### src/hw/rtl/uiht_ram.sv
`timescale 1ns / 1ps
module uiht_ram #(
	parameter int unsigned WIDTH = 8,
	parameter int unsigned DEPTH = 2
) (
	input  logic                     clk,
	input  logic                     we,
	input  logic [$clog2(DEPTH)-1:0] waddr,
	input  logic [WIDTH-1:0]         wdata,
	input  logic                     re,
	input  logic [$clog2(DEPTH)-1:0] raddr,
	output logic [WIDTH-1:0]         rdata
);

	logic [WIDTH-1:0] mem [DEPTH];

	always_ff @(posedge clk) begin
		if (we) begin
			mem[waddr] <= wdata;
		end
		if (re) begin
			rdata <= mem[raddr];
		end
	end

endmodule

### config.mk
export PLATFORM = sky130hd
export DESIGN_NAME = uiht_ram
export DESIGN_NICKNAME = d
export VERILOG_FILES = /design/src/hw/rtl/uiht_ram.sv
export SDC_FILE = /design/constraint.sdc
export NUM_CORES = 1
export LEC_CHECK = 0
export ABC_AREA = 1
export BUFFER_PORTS_ARGS = -buffer_cell sky130_fd_sc_hd__buf_2
export CORE_MARGIN = 2
export CORE_UTILIZATION = 57
export CTS_BUF_LIST = sky130_fd_sc_hd__clkbuf_4
export DETAILED_ROUTE_END_ITERATION = 12
export GPL_ROUTABILITY_DRIVEN = 0
export PLACE_DENSITY = 0.88
export SYNTH_ARGS = -nofsm -noshare
export SYNTH_HDL_FRONTEND = slang
export SYNTH_SLANG_ARGS = --single-unit
### constraint.sdc
create_clock -name clk -period 1.55 [get_ports clk]
set_input_delay 0.3875 -clock clk [delete_from_list [all_inputs] [get_ports clk]]
set_output_delay 0.3875 -clock clk [all_outputs]
set_load 0.05 [all_outputs]
-- Word-level counts from Yosys, hierarchy flattened
Memory sizes are Yosys's and may differ from the RTL's. A register that Yosys moved wholly into a read port is not among the register bits.
Cells that the tools add are included.
- bits in registers: 0
- memory bits (writable): 16
- bits of input ports: 13
- output and inout port bits: 8
- logic and storage cells: 3
- memories: 1
- multiplexer cells: 2
- memories (memory ; depth ; width ; rd ports ; clocked after memory_dff ; wr ports ; line ; source):
    mem ; 2 ; 8 ; 1 ; 1 ; 1 ; 15 ; logic [WIDTH-1:0] mem [DEPTH];
- operators by type and width (kind ; count):
    1-bit two-way mux ; 2

-- Depth between registers and ports, before layout
- word-level depth: 2
- mapped depth: 4
- depth with buffers taken out: 3

-- Worst setup path after synthesis
No wires, ideal clock.
- path type: input port to flip-flop
- from: input port we
- to: memory mem[0][0], enable pin
- setup time: 0.371 ns
- data arrival time: 0.776 ns
- data required time: 1.179 ns
- setup slack: 0.403 ns
- stages: 2
- path buffers: 0
- path through: inv_1 nor2_1
- cells in the longest elaborated chain, start to end: 2
- RTL lines (what ; line ; source):
    start, declared ; 7 ; input logic we,
    1-bit two-way mux ; 18 ; if (we) begin
    1-bit two-way mux (not written as such) ; 19 ; mem[waddr] <= wdata;
    end, declared ; 15 ;
Every way passes these cells.

-- Worst setup path in the final report
- from: register rdata[0], read port of mem
- to: output port rdata[0]
- RTL lines (what ; line ; source):
    start, declared ; 12 ; output logic [WIDTH-1:0] rdata
No word-level cell between the ends.

==> flow_metrics.env <==
export IMPL_status="finished clean"
export IMPL_root_buffer="clkbuf_4"
export IMPL_worst_pin_slew_ns=0.290
export IMPL_rsz0062_at_grt="no"
export IMPL_drtPass1Iterations=3
export IMPL_initial_core_util=0.630
export IMPL_placedCellCount=89
export IMPL_finalMaxSlewViolations=0
export IMPL_synth_avg_cell_area_um2=15.6
export IMPL_cts_max_path_buffers=2
export IMPL_core_area_mm2=0.00133
export IMPL_clk_pin_slew_ns=0.12
export IMPL_first_iter_violations=10
export IMPL_grt_usage=0.154
export IMPL_syn2layout_area_growth_pct=16.8
export IMPL_dr_wl_met3_um=83
export IMPL_clk_latency_ns=0.30
export IMPL_cts_tree="yes"
export IMPL_seq_area_um2=721
export IMPL_syn_cell_area_um2=841
export IMPL_ys_warn_count=0
export IMPL_end_kind="primary output"
export IMPL_synth_nets=67
export IMPL_antenna_found_initial=0
export IMPL_ys_ff_latch=24
export IMPL_n_antenna_cell=0
export IMPL_worstPathCellList="buf_2"
export IMPL_crit_type="flip-flop to primary output"
export IMPL_fin_skew_ns=0.00349
export IMPL_die_area_mm2=0.00180
export IMPL_cp_buffers_inverters=1
export IMPL_hold_slack_ns=0.263
export IMPL_grt_max_degree=14
export IMPL_cts_sinks=24
export IMPL_drt_drc_violations_left=0
export IMPL_fillers=92
export IMPL_fmax_ghz=0.770
export IMPL_cts_buffers=3
export IMPL_portBuffers=20
export IMPL_cp_top_family="flip-flops"
export IMPL_power_density_mw_per_mm2=1180
export IMPL_ctsResizeCount=0
export IMPL_rows=13
export IMPL_rrSetupSlack_ns=0.77
export IMPL_grt_overflow_total=0
export IMPL_slowest_stage="edfxtp_1"
export IMPL_wl_mm=1.16
export IMPL_power_leakage_nw=0.422
export IMPL_tns_ns=0
export IMPL_routedWlPerCell_um=12.5
export IMPL_period_minus_slack_ns=1.30
export IMPL_grt_pass1_wl_mm=1.90
export IMPL_slew_headroom=0.807
export IMPL_path_max_fanout=1
export IMPL_critPathArrivalTime_ns=0.91
export IMPL_finalNonFillerCells=93
export IMPL_ir_drop_v=0.000954
export IMPL_finalNetCount=92
export IMPL_wl_met1_um=467
export IMPL_hold_class="primary input to flip-flop"
export IMPL_multi_input_area_um2=97.6
export IMPL_grt_pass1_vias=428
export IMPL_setup_viol=0
export IMPL_crit_path_start_kind="flip-flop"
export IMPL_synth_cell_types=6
export IMPL_ios=21
export IMPL_hold_buffers=0
export IMPL_max_stage_delay_ns=0.39
export IMPL_ant_nets=0
export IMPL_required_ns=1.16
export IMPL_drive_above_1_share=0.321
export IMPL_h_tree_depth=1
export IMPL_die_w_um=42.4
export IMPL_dr_total_vias=470
export IMPL_synth_seq_area_share=0.857
export IMPL_die_h_um=42.4
export IMPL_syn_inst=54
export IMPL_cts_setup_buffers=0
export IMPL_top_layer="met4"
export IMPL_vias_per_cell=5.05
export IMPL_wl_met2_um=573
export IMPL_cap_violations=0
export IMPL_layout_worst_path_cycle_share=0.838
export IMPL_hold_viol_final=0
-- registers in the layout, indices dropped and copies added (netlist names) --
name and count:
mem 16, rdata 8
-- Yosys cell counts (all sizes together) --
| cell | instances | area [um2] |
|---|---|---|
| edfxtp | 24 | 721 |
| nor2 | 1 | 3.75 |
| buf | 1 | 11.3 |
| nand2 | 25 | 93.8 |
| inv | 3 | 11.3 |
-- final timing paths --
check | start | end | depth (start not counted)
max | rdata[0]$_DFFE_PP_ | rdata[0] | 1
min | wdata[7] | mem[1][7]$_DFFE_PP_ | 1
max reg2reg | mem[1][3]$_DFFE_PP_ | rdata[3]$_DFFE_PP_ | 2
min reg2reg | mem[0][5]$_DFFE_PP_ | rdata[5]$_DFFE_PP_ | 2
-- placed cells by master (no fill, tap or decap) --
master,count
buf_4,1
inv_2,1
nor2_1,1
clkinv_1,1
nand2_1,25
inv_1,2
clkbuf_4,3
edfxtp_1,24
buf_2,20
-- cells by family after synthesis --
kind of cell	share of synthesized area
flip-flops	0.857
buffers and inverters	0.0268
AND/OR/NAND/NOR	0.116
-- through the flow --
| step | worst slack (ns) | area, um2 | utilization | power, mW |
|---|---|---|---|---|
| floorplan | 0.403 | 841 | - | 0.873 |
| global placement | 0.485 | 956 | 0.717 | 0.909 |
| detailed placement | 0.454 | 956 | 0.717 | 0.916 |
| CTS | 0.237 | 982 | 0.736 | 1.17 |
| global route | 0.211 | 982 | 0.736 | 1.21 |
| finish | 0.251 | 982 | 0.736 | 1.16 |
-- power by group --
part | total (mW) | switching [mW] | leakage (nW) | internal (mW)
clock | 0.258 | 0.164 | 0.0154 | 0.0939
sequential | 0.776 | 0.0109 | 0.230 | 0.765
combinational | 0.123 | 0.0918 | 0.177 | 0.0314
-- layer usage --
layer | global-route usage | vias up
li1 | - | 233
met1 | 0.174 | 210
met2 | 0.249 | 23
met3 | 0.0388 | 4
met4 | 0.113 | 0
met5 | 0 | -
-- area by class of cell --
class / instances / area share
Clock buffer: 3 / 0.0229
Inverter: 3 / 0.0115
Timing Repair Buffer: 21 / 0.110
Multi-Input combinational cell: 26 / 0.0994
Tap cell: 15 / 0.0191
Clock inverter: 1 / 0.00382
Sequential cell: 24 / 0.734
Note: power is estimated with default switching activity, not from simulation.
